$ cat src/hdl/keyboard_byte_to_hid_report_unit_defines.svh
// Assertion macros shared by the keyboard report translator RTL.
// Self-contained; the clocking assumes signals named clk and rst in the including module.
`ifndef KEYBOARD_BYTE_TO_HID_REPORT_UNIT_DEFINES_SVH
`define KEYBOARD_BYTE_TO_HID_REPORT_UNIT_DEFINES_SVH

`ifndef SYNTHESIS
`define KBH_ASSERT_HOLDS(lbl, cond) \
  lbl: assert property (@(posedge clk) disable iff (rst) (cond)) \
    else $error("kbh assertion failed");
`define KBH_ASSERT_IMPLIES(lbl, ante, cons) \
  lbl: assert property (@(posedge clk) disable iff (rst) (ante) |-> (cons)) \
    else $error("kbh assertion failed");
`else
`define KBH_ASSERT_HOLDS(lbl, cond)
`define KBH_ASSERT_IMPLIES(lbl, ante, cons)
`endif

`endif

$ cat src/hdl/kbh_pkg.sv
// Shared types, codes and the key translation ROM for the keyboard report translator.
// No dependencies.
package kbh_pkg;

  localparam int KBH_QUEUE_DEPTH = 4;

  localparam logic [1:0] KIND_KEY    = 2'd0;
  localparam logic [1:0] KIND_JOY    = 2'd1;
  localparam logic [1:0] KIND_STATUS = 2'd2;

  localparam logic [7:0] BYTE_ANNOUNCE_0 = 8'h80;
  localparam logic [7:0] BYTE_ANNOUNCE_1 = 8'h81;
  localparam logic [7:0] BYTE_JOY_LO     = 8'ha0;
  localparam logic [7:0] BYTE_JOY_HI     = 8'hbf;

  // ROM word: usage in bits 7..0, then control, shift, status, down-only, up-only.
  localparam logic [13:0] ROM_CT = 14'h0100;
  localparam logic [13:0] ROM_SH = 14'h0200;
  localparam logic [13:0] ROM_ER = 14'h0400;
  localparam logic [13:0] ROM_DN = 14'h1000;
  localparam logic [13:0] ROM_UP = 14'h2000;

  // One classified byte: the first result's fields plus a flag for a trailing release.
  typedef struct packed {
    logic [1:0] kind;
    logic [1:0] modifiers;
    logic [7:0] keycode;
    logic       stick;
    logic [3:0] directions;
    logic       fire;
    logic [2:0] status_code;
    logic       two;
  } kbh_cmd_t;

  function automatic logic [13:0] key_rom(input logic [7:0] c);
    logic [13:0] v;
    v = '0;
    if ((c >= 8'h01 && c <= 8'h07) || c == 8'h0b || c == 8'h0c ||
        (c >= 8'h0e && c <= 8'h1a)) begin
      v = ROM_CT | {6'd0, c + 8'h03};
    end else if (c >= 8'h41 && c <= 8'h5a) begin
      v = ROM_SH | {6'd0, c - 8'h3d};
    end else if (c >= 8'h61 && c <= 8'h7a) begin
      v = {6'd0, c - 8'h5d};
    end else if (c >= 8'h31 && c <= 8'h39) begin
      v = {6'd0, c - 8'h13};
    end else if (c >= 8'h90 && c <= 8'h95) begin
      v = ROM_ER | {11'd0, c[2:0]};
    end else begin
      case (c)
        8'h00: v = ROM_CT | ROM_SH | 14'h1f;
        8'h08: v = 14'h2a;
        8'h09: v = 14'h2b;
        8'h0a: v = 14'h28;
        8'h0d: v = 14'h28;
        8'h1b: v = 14'h29;
        8'h1c: v = ROM_CT | ROM_SH | 14'h36;
        8'h1d: v = ROM_CT | 14'h30;
        8'h1e: v = ROM_CT | ROM_SH | 14'h23;
        8'h1f: v = ROM_CT | ROM_SH | 14'h2d;
        8'h20: v = 14'h2c;
        8'h21: v = ROM_SH | 14'h1e;
        8'h22: v = ROM_SH | 14'h34;
        8'h23: v = ROM_SH | 14'h20;
        8'h24: v = ROM_SH | 14'h21;
        8'h25: v = ROM_SH | 14'h22;
        8'h26: v = ROM_SH | 14'h24;
        8'h27: v = 14'h34;
        8'h28: v = ROM_SH | 14'h26;
        8'h29: v = ROM_SH | 14'h27;
        8'h2a: v = ROM_SH | 14'h25;
        8'h2b: v = ROM_SH | 14'h2e;
        8'h2c: v = 14'h36;
        8'h2d: v = 14'h2d;
        8'h2e: v = 14'h37;
        8'h2f: v = 14'h38;
        8'h30: v = 14'h27;
        8'h3a: v = ROM_SH | 14'h33;
        8'h3b: v = 14'h33;
        8'h3c: v = ROM_SH | 14'h36;
        8'h3d: v = 14'h2e;
        8'h3e: v = ROM_SH | 14'h37;
        8'h3f: v = ROM_SH | 14'h38;
        8'h40: v = ROM_SH | 14'h1f;
        8'h5b: v = 14'h2f;
        8'h5d: v = 14'h30;
        8'h5e: v = ROM_SH | 14'h23;
        8'h5f: v = ROM_SH | 14'h2d;
        8'h7b: v = ROM_SH | 14'h2f;
        8'h7d: v = ROM_SH | 14'h30;
        8'h7f: v = 14'h2a;
        8'he0: v = ROM_DN | 14'h4f;
        8'he1: v = ROM_DN | 14'h50;
        8'he2: v = ROM_DN | 14'h51;
        8'he3: v = ROM_DN | 14'h52;
        8'he4: v = ROM_DN | 14'h4e;
        8'he5: v = ROM_DN | 14'h4b;
        8'he9: v = ROM_DN | 14'h48;
        8'hf0: v = ROM_UP | 14'h4f;
        8'hf1: v = ROM_UP | 14'h50;
        8'hf2: v = ROM_UP | 14'h51;
        8'hf3: v = ROM_UP | 14'h52;
        8'hf4: v = ROM_UP | 14'h4e;
        8'hf5: v = ROM_UP | 14'h4b;
        8'hf9: v = ROM_UP | 14'h48;
        default: v = '0;
      endcase
    end
    return v;
  endfunction

endpackage

$ cat src/hdl/keyboard_byte_to_hid_report_unit.sv
// Keyboard byte to HID report translator, top level.
// With nothing ahead of it, a byte's first result is written into the command queue and
// then loaded into the output register that drives the result ports.
// Throughput: one byte per cycle for bytes with at most one result, while results are
// popped and the queue has room; a plain key holds the register for press and release.
// Reset (synchronous, rst high) clears the joystick announcement, the command
// queue and the output register's valid and release-pending flags.
module keyboard_byte_to_hid_report_unit #(
  parameter int QUEUE_DEPTH = kbh_pkg::KBH_QUEUE_DEPTH
) (
  input  logic       clk,
  input  logic       rst,
  input  logic       push,
  output logic       full,
  input  logic [7:0] rx_byte,
  output logic       empty,
  input  logic       pop,
  output logic [1:0] kind,
  output logic [1:0] modifiers,
  output logic [7:0] keycode,
  output logic       stick,
  output logic [3:0] directions,
  output logic       fire,
  output logic [2:0] status_code,
  output logic       last
);

  kbh_pkg::kbh_cmd_t wr_cmd;
  kbh_pkg::kbh_cmd_t rd_cmd;
  logic              cmd_wr;
  logic              cmd_pop;
  logic              q_full;
  logic              q_empty;

  kbh_front u_front (
    .clk     (clk),
    .rst     (rst),
    .push    (push),
    .rx_byte (rx_byte),
    .q_full  (q_full),
    .full    (full),
    .cmd_wr  (cmd_wr),
    .cmd     (wr_cmd)
  );

  kbh_cmd_queue #(
    .DEPTH (QUEUE_DEPTH)
  ) u_queue (
    .clk     (clk),
    .rst     (rst),
    .wr      (cmd_wr),
    .wr_data (wr_cmd),
    .full    (q_full),
    .rd      (cmd_pop),
    .rd_data (rd_cmd),
    .empty   (q_empty)
  );

  kbh_back u_back (
    .clk         (clk),
    .rst         (rst),
    .q_empty     (q_empty),
    .q_data      (rd_cmd),
    .cmd_pop     (cmd_pop),
    .pop         (pop),
    .empty       (empty),
    .kind        (kind),
    .modifiers   (modifiers),
    .keycode     (keycode),
    .stick       (stick),
    .directions  (directions),
    .fire        (fire),
    .status_code (status_code),
    .last        (last)
  );

endmodule

$ cat src/hdl/kbh_front.sv
// Front end: accepts keyboard bytes, tracks the joystick announcement and
// classifies each byte into a command. Depends on kbh_pkg.
module kbh_front (
  input  logic               clk,
  input  logic               rst,
  input  logic               push,
  input  logic [7:0]         rx_byte,
  input  logic               q_full,
  output logic               full,
  output logic               cmd_wr,
  output kbh_pkg::kbh_cmd_t  cmd
);

  // Bit 1 set: an announcement is pending; bit 0 names the joystick.
  logic [1:0]  pending_stick;
  logic [1:0]  pending_stick_next;
  logic        cmd_valid;
  logic [13:0] rom;
  logic        accept;

  assign full   = q_full;
  assign accept = push && !q_full;
  assign cmd_wr = push && cmd_valid;
  assign rom    = kbh_pkg::key_rom(rx_byte);

  always_comb begin
    cmd                = '0;
    cmd_valid          = 1'b0;
    pending_stick_next = 2'b00;
    if (rx_byte == kbh_pkg::BYTE_ANNOUNCE_0 || rx_byte == kbh_pkg::BYTE_ANNOUNCE_1) begin
      pending_stick_next = {1'b1, rx_byte[0]};
    end else if (rx_byte >= kbh_pkg::BYTE_JOY_LO && rx_byte <= kbh_pkg::BYTE_JOY_HI) begin
      // Joystick data without an announcement is dropped.
      cmd_valid       = pending_stick[1];
      cmd.kind        = kbh_pkg::KIND_JOY;
      cmd.stick       = pending_stick[0];
      cmd.directions  = rx_byte[3:0];
      cmd.fire        = rx_byte[4];
    end else if (rom != '0) begin
      cmd_valid = 1'b1;
      if ((rom & kbh_pkg::ROM_ER) != '0) begin
        cmd.kind        = kbh_pkg::KIND_STATUS;
        cmd.status_code = rom[2:0];
      end else if ((rom & kbh_pkg::ROM_UP) != '0) begin
        cmd.kind = kbh_pkg::KIND_KEY;
      end else begin
        cmd.kind      = kbh_pkg::KIND_KEY;
        cmd.modifiers = rom[9:8];
        cmd.keycode   = rom[7:0];
        cmd.two       = (rom & kbh_pkg::ROM_DN) == '0;
      end
    end
  end

  always_ff @(posedge clk) begin
    if (rst) begin
      pending_stick <= 2'b00;
    end else if (accept) begin
      pending_stick <= pending_stick_next;
    end
  end

endmodule

$ cat src/hdl/kbh_cmd_queue.sv
// Short first-word-fall-through command queue between front and back ends.
// Depends on kbh_pkg.
module kbh_cmd_queue #(
  parameter int DEPTH = kbh_pkg::KBH_QUEUE_DEPTH
) (
  input  logic               clk,
  input  logic               rst,
  input  logic               wr,
  input  kbh_pkg::kbh_cmd_t  wr_data,
  output logic               full,
  input  logic               rd,
  output kbh_pkg::kbh_cmd_t  rd_data,
  output logic               empty
);

  localparam int AW = (DEPTH > 1) ? $clog2(DEPTH) : 1;
  localparam int CW = $clog2(DEPTH + 1);

  kbh_pkg::kbh_cmd_t entries [DEPTH];
  logic [AW-1:0] wptr;
  logic [AW-1:0] rptr;
  logic [CW-1:0] count;
  logic          do_wr;
  logic          do_rd;

  function automatic logic [AW-1:0] wrap_inc(input logic [AW-1:0] p);
    return (p == AW'(DEPTH - 1)) ? '0 : p + 1'b1;
  endfunction

  assign full    = count == CW'(DEPTH);
  assign empty   = count == '0;
  assign do_wr   = wr && !full;
  assign do_rd   = rd && !empty;
  assign rd_data = entries[rptr];

  always_ff @(posedge clk) begin
    if (rst) begin
      wptr  <= '0;
      rptr  <= '0;
      count <= '0;
    end else begin
      if (do_wr) begin
        wptr <= wrap_inc(wptr);
      end
      if (do_rd) begin
        rptr <= wrap_inc(rptr);
      end
      case ({do_wr, do_rd})
        2'b10:   count <= count + 1'b1;
        2'b01:   count <= count - 1'b1;
        default: count <= count;
      endcase
    end
  end

  always_ff @(posedge clk) begin
    if (do_wr) begin
      entries[wptr] <= wr_data;
    end
  end

endmodule

$ cat src/hdl/kbh_back.sv
// Back end: expands queued commands into result items in an output register,
// adding the release report after a plain key press. Depends on kbh_pkg and the defines header.
`include "keyboard_byte_to_hid_report_unit_defines.svh"

module kbh_back (
  input  logic               clk,
  input  logic               rst,
  input  logic               q_empty,
  input  kbh_pkg::kbh_cmd_t  q_data,
  output logic               cmd_pop,
  input  logic               pop,
  output logic               empty,
  output logic [1:0]         kind,
  output logic [1:0]         modifiers,
  output logic [7:0]         keycode,
  output logic               stick,
  output logic [3:0]         directions,
  output logic               fire,
  output logic [2:0]         status_code,
  output logic               last
);

  logic       out_valid;
  logic       rel_pending;
  logic       out_free;
  logic [1:0] out_kind;
  logic       out_last;

  // The output register can take a new result when it is empty or being drained.
  assign out_free = !out_valid || pop;
  assign cmd_pop  = out_free && !rel_pending && !q_empty;
  assign empty    = !out_valid;
  assign kind     = out_kind;
  assign last     = out_last;

  always_ff @(posedge clk) begin
    if (rst) begin
      out_valid   <= 1'b0;
      rel_pending <= 1'b0;
    end else if (out_free) begin
      if (rel_pending) begin
        out_valid   <= 1'b1;
        rel_pending <= 1'b0;
      end else begin
        out_valid   <= !q_empty;
        rel_pending <= !q_empty && q_data.two;
      end
    end
  end

  always_ff @(posedge clk) begin
    if (out_free) begin
      if (rel_pending) begin
        out_kind    <= kbh_pkg::KIND_KEY;
        modifiers   <= '0;
        keycode     <= '0;
        stick       <= 1'b0;
        directions  <= '0;
        fire        <= 1'b0;
        status_code <= '0;
        out_last    <= 1'b1;
      end else begin
        out_kind    <= q_data.kind;
        modifiers   <= q_data.modifiers;
        keycode     <= q_data.keycode;
        stick       <= q_data.stick;
        directions  <= q_data.directions;
        fire        <= q_data.fire;
        status_code <= q_data.status_code;
        out_last    <= !q_data.two;
      end
    end
  end

  `KBH_ASSERT_IMPLIES(a_release_follows_press, rel_pending, out_valid && !out_last && out_kind == kbh_pkg::KIND_KEY)
  `KBH_ASSERT_IMPLIES(a_no_pop_mid_pair, cmd_pop, !rel_pending)
  `KBH_ASSERT_HOLDS(a_single_result_last, !out_valid || out_kind == kbh_pkg::KIND_KEY || out_last)

endmodule

$ cat config.mk
export PLATFORM = sky130hd
export DESIGN_NAME = keyboard_byte_to_hid_report_unit
export DESIGN_NICKNAME = d
export VERILOG_FILES = /design/src/hdl/kbh_pkg.sv /design/src/hdl/keyboard_byte_to_hid_report_unit.sv /design/src/hdl/kbh_front.sv /design/src/hdl/kbh_cmd_queue.sv /design/src/hdl/kbh_back.sv
export VERILOG_INCLUDE_DIRS = /design/src /design/src/hdl
export SDC_FILE = /design/constraint.sdc
export NUM_CORES = 1
export LEC_CHECK = 0
export BUFFER_PORTS_ARGS = -buffer_cell sky130_fd_sc_hd__buf_2
export CAP_MARGIN = 5
export CORE_MARGIN = 5
export CORE_UTILIZATION = 25
export DETAILED_ROUTE_END_ITERATION = 8
export HOLD_SLACK_MARGIN = 0.12
export SYNTH_ARGS = -nofsm -noshare
export SYNTH_HDL_FRONTEND = slang
export SYNTH_SLANG_ARGS = --single-unit
export TNS_END_PERCENT = 100
$ cat constraint.sdc
create_clock -name clk -period 12.18 [get_ports clk]
set_input_delay 2.436 -clock clk [delete_from_list [all_inputs] [get_ports clk]]
set_output_delay 2.436 -clock clk [all_outputs]
set_load 0.03 [all_outputs]
**Yosys cells after proc, flatten, opt, wreduce, memory -nomap -nowiden**

Memories as Yosys holds them, arrays and structs flattened. A register that Yosys moved wholly into a read port is not among the register bits.
Index checks and enable logic that the tools add are counted.

- Bits in registers: 33
- RAM bits: 88
- Memory bits (read-only): 2,816
- Input bits: 12
- Word-level logic and storage cells: 106
- Memories kept: 2

- Add/subtract/negate cells: 8
- Order comparisons: 14
- Equal/unequal tests: 9
- Multiplexer cells: 31
- Reductions and logical operators: 28

Memories:

| name | depth | width | read ports | clocked after memory_dff | wr ports | line | RTL |
|---|---|---|---|---|---|---|---|
| (no name shown) | 256 | 11 | 1 | 0 | 0 | kbh_pkg.sv:50 | `case (c)` |
| u_queue.entries | 4 | 22 | 1 | 1 | 1 | kbh_cmd_queue.sv:19 | `kbh_pkg::kbh_cmd_t entries [DEPTH];` |

Operators by type and width:

| kind | number |
|---|---|
| 2-to-1 mux 14 bit | 5 |
| 2-to-1 mux 10 bit | 3 |
| 2-to-1 mux 22 bit | 1 |
| equality test 8 x 4 -> 1 bit, second input constant | 2 |
| equality test 8 bit, second input constant | 2 |
| >= comparator 8 x 7 -> 1 bit, second input constant | 2 |
| >= comparator 8 bit, second input constant | 2 |
| <= comparator 8 x 7 -> 1 bit, second input constant | 2 |
| <= comparator 8 bit, second input constant | 2 |
| logical AND 1 bit | 14 |
| zero test 14 bit | 1 |
| 2-to-1 mux 2 bit | 7 |
| nonzero test 14 bit | 1 |
| 2-to-1 mux 12 bit | 1 |
| 2-to-1 mux 1 bit | 9 |
| adder 8 x 2 -> 8 bit, second input constant | 1 |
| >= comparator 8 x 1 -> 1 bit, second input constant | 1 |
| >= comparator 8 x 4 -> 1 bit, second input constant | 1 |
| >= comparator 8 x 6 -> 1 bit, second input constant | 1 |
| <= comparator 8 x 3 -> 1 bit, second input constant | 1 |
| <= comparator 8 x 5 -> 1 bit, second input constant | 1 |
| <= comparator 8 x 6 -> 1 bit, second input constant | 1 |
| 2-to-1 mux 4 bit | 2 |
| subtractor 8 x 5 -> 8 bit, second input constant | 1 |
| 15 further kinds | 26 |

**Depth between registers and ports, before layout**

- Depth in word-level cells: 15
- Depth in mapped cells: 20
- Depth with buffers taken out: 16

**Modules after synthesis**

From an unflattened synthesis, not the netlist that was laid out.

- Cell total of the unflattened synthesis: 476
- Area, all modules: 6,266.0 sq um

Modules (own cells, without submodules):

| module | instances | cells each | area each (sq um) | seq. area each (sq um) |
|---|---|---|---|---|
| kbh_cmd_queue | 1 | 168 | 3,658.5 | 2,822.7 |
| kbh_front | 1 | 252 | 1,696.6 | 40.0 |
| kbh_back | 1 | 56 | 910.9 | 700.7 |

**Worst setup path after synthesis**

Ideal clock, no wire load.

- Path kind: input-to-reg
- Start point: in rx_byte[0]
- End point: reg u_queue.count[2]
- Library setup time: 0.071 ns
- Data arrival time: 6.395 ns
- Data required time: 12.109 ns
- Setup slack: 5.715 ns
- Cell stages on the path: 19
- Path buffers: 3
- Cells stage by stage: clkbuf_1 > inv_1 > ha_1 > nor4b_2 > a311oi_1 > o21ai_1 > and2_1 > buf_6 > o311a_1 > or4_1 > nor4_2 > a21o_1 > buf_6 > ha_1 > inv_1 > fa_1 > xor2_1 > or3_1 > a21oi_1

- Word-level cells in the longest chain between the ends: 15
- Elaborated cells between the ends (all ways): 49
- Those cells by class: add/sub (4); order compare (14); eq/ne (6); mux (9); reduce/logical (15); memory (1)

RTL lines:

| what | line | RTL |
|---|---|---|
| from (decl) | keyboard_byte_to_hid_report_unit.sv:15 | `input logic [7:0] rx_byte,` |
| branches (longest 10 deep; another with memory read (256 x 11 bit)) | - |  |
| 2-to-1 mux 1 bit * | kbh_front.sv:30 | `if (rx_byte == kbh_pkg::BYTE_ANNOUNCE_0 \|\| rx_byte == kbh_pkg::BYTE_ANNOUNCE_1) begin` |
| logical AND 1 bit * | kbh_front.sv:23 | `assign cmd_wr = push && cmd_valid;` |
| logical AND 1 bit * | kbh_cmd_queue.sv:32 | `assign do_wr = wr && !full;` |
| equality test 2 x 1 -> 1 bit / equality test 2 bit (equally long branches) | kbh_cmd_queue.sv:48 | `case ({do_wr, do_rd})` |
| case mux 3 bit (2 select lines) / nonzero test 2 bit (equally long branches) | - |  |
| to (signal assigned) | kbh_cmd_queue.sv:49 | `2'b10: count <= count + 1'b1;` |
| to (signal assigned) | kbh_cmd_queue.sv:50 | `2'b01: count <= count - 1'b1;` |
| to (signal assigned) | kbh_cmd_queue.sv:51 | `default: count <= count;` |
| to (decl) | kbh_cmd_queue.sv:22 | `logic [CW-1:0] count;` |

Every way passes the cells marked *.
A chain may end at the register's enable or synchronous reset.

**Final worst setup path**

- Start point: in rx_byte[1]
- End point: reg u_queue.count[2]

The elaborated chain is that of the path after synthesis.

==> impl_summary.log <==
INFO  metric timing.hold.ws = 0.503 ns
INFO  metric synth_area = 0.00623 mm^2
INFO  metric route.antenna.remaining_nets = 0
INFO  metric max_clock_freq = 0.146 GHz
INFO  metric timing.critical_path.arrival = 7.19 ns
INFO  metric grt_first_pass_wirelength = 21.5 mm
INFO  metric setup-tns-final = 0 ns
INFO  metric synthesis.area_per_instance = 12.8 um^2
INFO  metric clock_tree.htree_level_count = 4
INFO  metric tritoncts = built
INFO  metric synthesis.instances = 488
INFO  metric dpl.hpwl = 8.81 mm
INFO  metric clock_tree.buffer_depth = 2
INFO  metric dieArea = 0.0282 mm^2
INFO  metric post_synth_num_cell_types = 72
INFO  metric gr-usage-met2 = 14.4%
INFO  metric synth-seq-area-share = 57.2%
INFO  metric ys_async_sr_fraction = 0%
INFO  metric cp-end-kind = flop
INFO  metric clock_latency_on_the_worst_skew_pair = 0.41 ns
INFO  metric area_growth = 16.7%
INFO  metric cp_data_required_time = 12.52 ns
INFO  metric globalRouteOverflowTotal = 0
INFO  metric cts_root_buf = sky130_fd_sc_hd__clkbuf_16
INFO  metric port-buffer-count = 35
INFO  metric p_seq_share = 40.2%
INFO  metric design.core.area = 0.0245 mm^2
INFO  metric die_h = 168 um
INFO  metric ctsResizeCount = 0
INFO  metric ir_worst_vdd = 0.105 mV
INFO  metric worst_pin_slew = 1.12 ns
INFO  metric iteration_count_of_the_initial_detailed_routing_pass = 5
INFO  metric max-slew-margin-rel = 24.9%
INFO  metric min_period_over_period = 56.2%
INFO  metric drive_gt1_share = 20.0%
INFO  metric grt_max_degree = 50
INFO  metric global_placer_s_final_weighted_congestion = 0.868
INFO  metric setup_violations = 0
INFO  metric vias_per_cell = 4.68
INFO  metric worstPathMaxFanout = 20
INFO  metric first_global_vias = 3872
INFO  metric clock_skew = 0.00415 ns
INFO  metric detail_route.iter0.violations = 403
INFO  metric slew_viol_final = 0
INFO  metric power.net_switching = 447 uW
INFO  metric starting_density = 25.5%
INFO  metric grt_antenna_before_repair = 0
INFO  metric n_antenna_cell = 0
INFO  metric synth_enable_flop_cells = 110
INFO  metric fp.dieW = 168 um
INFO  metric met1_usage = 13.6%
INFO  metric grt_util_met3 = 2.86%
INFO  metric max_cap_violations = 0
INFO  metric min-delay-path-class = flop to flop
INFO  metric wl_per_cell = 15.7 um
INFO  metric post_cts_buffers = 0
INFO  metric hold_viol_final = 0
INFO  metric yosys_most_used_dff = sky130_fd_sc_hd__edfxtp_1
INFO  metric grt.total_usage = 9.76%
INFO  metric critPathLaunchType = input port
INFO  metric finalWirelength = 13.4 mm
INFO  metric ioPinCount = 36
INFO  metric final_period_minus_worst_setup_slack = 6.85 ns
INFO  metric run_status = finished clean
INFO  metric warning_count_from_the_yosys_run = 0
INFO  metric power.combinational.fraction = 26.8%
INFO  metric leakage = 0.00257 uW
INFO  metric power_per_cell_area = 204 mW/mm^2
INFO  metric yosys_register_bits = 123
INFO  metric mostFrequentLayoutCells = sky130_fd_sc_hd__edfxtp_1, sky130_fd_sc_hd__nor2_1, sky130_fd_sc_hd__buf_2, sky130_fd_sc_hd__nor2b_1, sky130_fd_sc_hd__a21oi_1
INFO  metric grt_setup_unrepaired = false
INFO  metric cts.hold.buffers_added = 0
INFO  metric via_count = 4003
INFO  metric fin_nets = 549
INFO  metric power.clock.fraction = 33.0%
INFO  metric internal_power = 1030 uW
INFO  metric critPathKind = input port to flop
INFO  metric busiest_layer = met2
INFO  metric switching_share = 30.2%
INFO  metric clkSlewWorstSetupHoldPaths = 0.05 ns
INFO  metric mostFrequentLayoutCell = sky130_fd_sc_hd__edfxtp_1
INFO  metric post-route-drc-count = 0
INFO  metric num_rows = 57
INFO  metric cts.sinks = 123
INFO  metric tritoncts.num_buffers = 17
==> power groups by stage <==
| stage | Clock [uW] | Sequential [uW] | Combinational, uW |
|---|---|---|---|
| final | 488 | 595 | 397 |
| after global placement | 0 | 605 | 402 |
| after detailed placement | 0 | 606 | 404 |
| after floorplan | 0 | 669 | 235 |
| after CTS | 498 | 598 | 406 |
| after global routing | 519 | 606 | 434 |
==> cell usage after synthesis (3+ instances only) <==
cell type	count	area (um^2)
sky130_fd_sc_hd__a21o_1	4	30.0
sky130_fd_sc_hd__buf_6	5	56.3
sky130_fd_sc_hd__clkbuf_1	9	33.8
sky130_fd_sc_hd__a21oi_1	23	115
sky130_fd_sc_hd__or2_2	3	18.8
sky130_fd_sc_hd__mux2_2	3	33.8
sky130_fd_sc_hd__nor4_1	3	18.8
sky130_fd_sc_hd__buf_2	11	55.1
sky130_fd_sc_hd__inv_1	19	71.3
sky130_fd_sc_hd__o21ai_0	16	80.1
sky130_fd_sc_hd__nor3_1	12	60.1
sky130_fd_sc_hd__a211oi_1	6	45.0
sky130_fd_sc_hd__dfxtp_1	13	260
sky130_fd_sc_hd__and3_1	4	25.0
sky130_fd_sc_hd__mux2i_1	4	40.0
sky130_fd_sc_hd__nor2b_1	30	188
sky130_fd_sc_hd__ha_1	18	225
sky130_fd_sc_hd__or3_1	4	25.0
sky130_fd_sc_hd__nor3b_1	3	22.5
sky130_fd_sc_hd__mux4_2	22	495
sky130_fd_sc_hd__xor2_1	3	26.3
sky130_fd_sc_hd__nand2b_1	12	75.1
sky130_fd_sc_hd__and2_1	12	75.1
sky130_fd_sc_hd__nor2_1	45	169
sky130_fd_sc_hd__nand2_1	20	75.1
sky130_fd_sc_hd__edfxtp_1	110	3300
sky130_fd_sc_hd__buf_1	4	15.0
sky130_fd_sc_hd__nand3_1	7	35.0
==> final timing paths <==
path	slack, ns	startpoint	endpoint	cells past startpoint
worst min-delay path	0.50	u_front.pending_stick[1]	u_front.pending_stick[1]	2
worst min register to register	0.50	u_front.pending_stick[1]	u_front.pending_stick[1]	2
worst max-delay path	5.33	rx_byte[1]	u_queue.count[2]	17
worst max register to register	9.54	u_back.rel_pending	u_queue.count[2]	7
==> cells by family (layout without fill, tap and decap cells) <==
group | count (synthesis) | count (layout) | synth area share [%]
AOI/OAI and AO/OA | 91 | 91 | 10.0
xor gates and xnor gates | 5 | 5 | 0.703
adders and majority gates | 19 | 19 | 3.94
buffers and inverters | 51 | 91 | 4.08
DFF | 123 | 123 | 57.2
muxes | 30 | 30 | 9.38
other | 1 | 4 | 0.0602
and+or+nand+nor | 168 | 168 | 14.6
==> critical path: stages <==
cell	delay (ns)
sky130_fd_sc_hd__buf_2	0.31
sky130_fd_sc_hd__inv_1	0.22
sky130_fd_sc_hd__ha_1	0.39
sky130_fd_sc_hd__nor4b_2	0.44
sky130_fd_sc_hd__a311oi_1	0.13
sky130_fd_sc_hd__o21ai_1	0.25
sky130_fd_sc_hd__and2_1	0.35
sky130_fd_sc_hd__a2bb2oi_1	0.14
sky130_fd_sc_hd__or4_1	0.50
sky130_fd_sc_hd__nor4_2	0.35
sky130_fd_sc_hd__a21o_1	0.37
sky130_fd_sc_hd__ha_1	0.25
sky130_fd_sc_hd__inv_1	0.06
sky130_fd_sc_hd__fa_1	0.37
sky130_fd_sc_hd__xor2_1	0.17
sky130_fd_sc_hd__or3_1	0.30
sky130_fd_sc_hd__a21oi_1	0.14
==> metal layers <==
layer  share of wire, %  wire [um]
met5                  0          0
met4                1.8        240
met3                6.7        893
met2                 44       5940
met1                 47       6350
==> registers in the layout, indices dropped and copies added (netlist names), named ones only <==
register	flops
u_queue.entries	88
u_back.keycode	8
u_back.directions	4
u_back.status_code	3
u_queue.count	3
u_back.kind	2
u_back.modifiers	2
u_front.pending_stick	2
u_queue.rptr	2
u_queue.wptr	2
u_back.fire	1
u_back.last	1
u_back.out_valid	1
u_back.rel_pending	1
u_back.stick	1
==> cell type report <==
type | count | area [um^2]
flip-flops and latches | 123 | 3560
repair buffers | 40 | 213
well taps | 324 | 405
clock buffers | 18 | 429
clock inverters | 14 | 154
multi-input cells | 317 | 2430
inverters | 19 | 71.3
fillers | 2466 | 17200
==> through the flow <==
stage | util, % | std cells | power (uW) | area, um^2 | setup WS, ns
2_1_floorplan | - | 491 | 904 | 6240 | 5.71
3_3_place_gp | 27.3 | 823 | 1010 | 6690 | 5.03
3_5_place_dp | 27.3 | 823 | 1010 | 6690 | 4.95
4_1_cts | 29.7 | 855 | 1500 | 7270 | 5.40
5_1_grt | 29.7 | 855 | 1560 | 7270 | 5.02
6_report | 29.7 | 855 | 1480 | 7270 | 5.33
No activity file was read; power rests on OpenSTA's default activity.
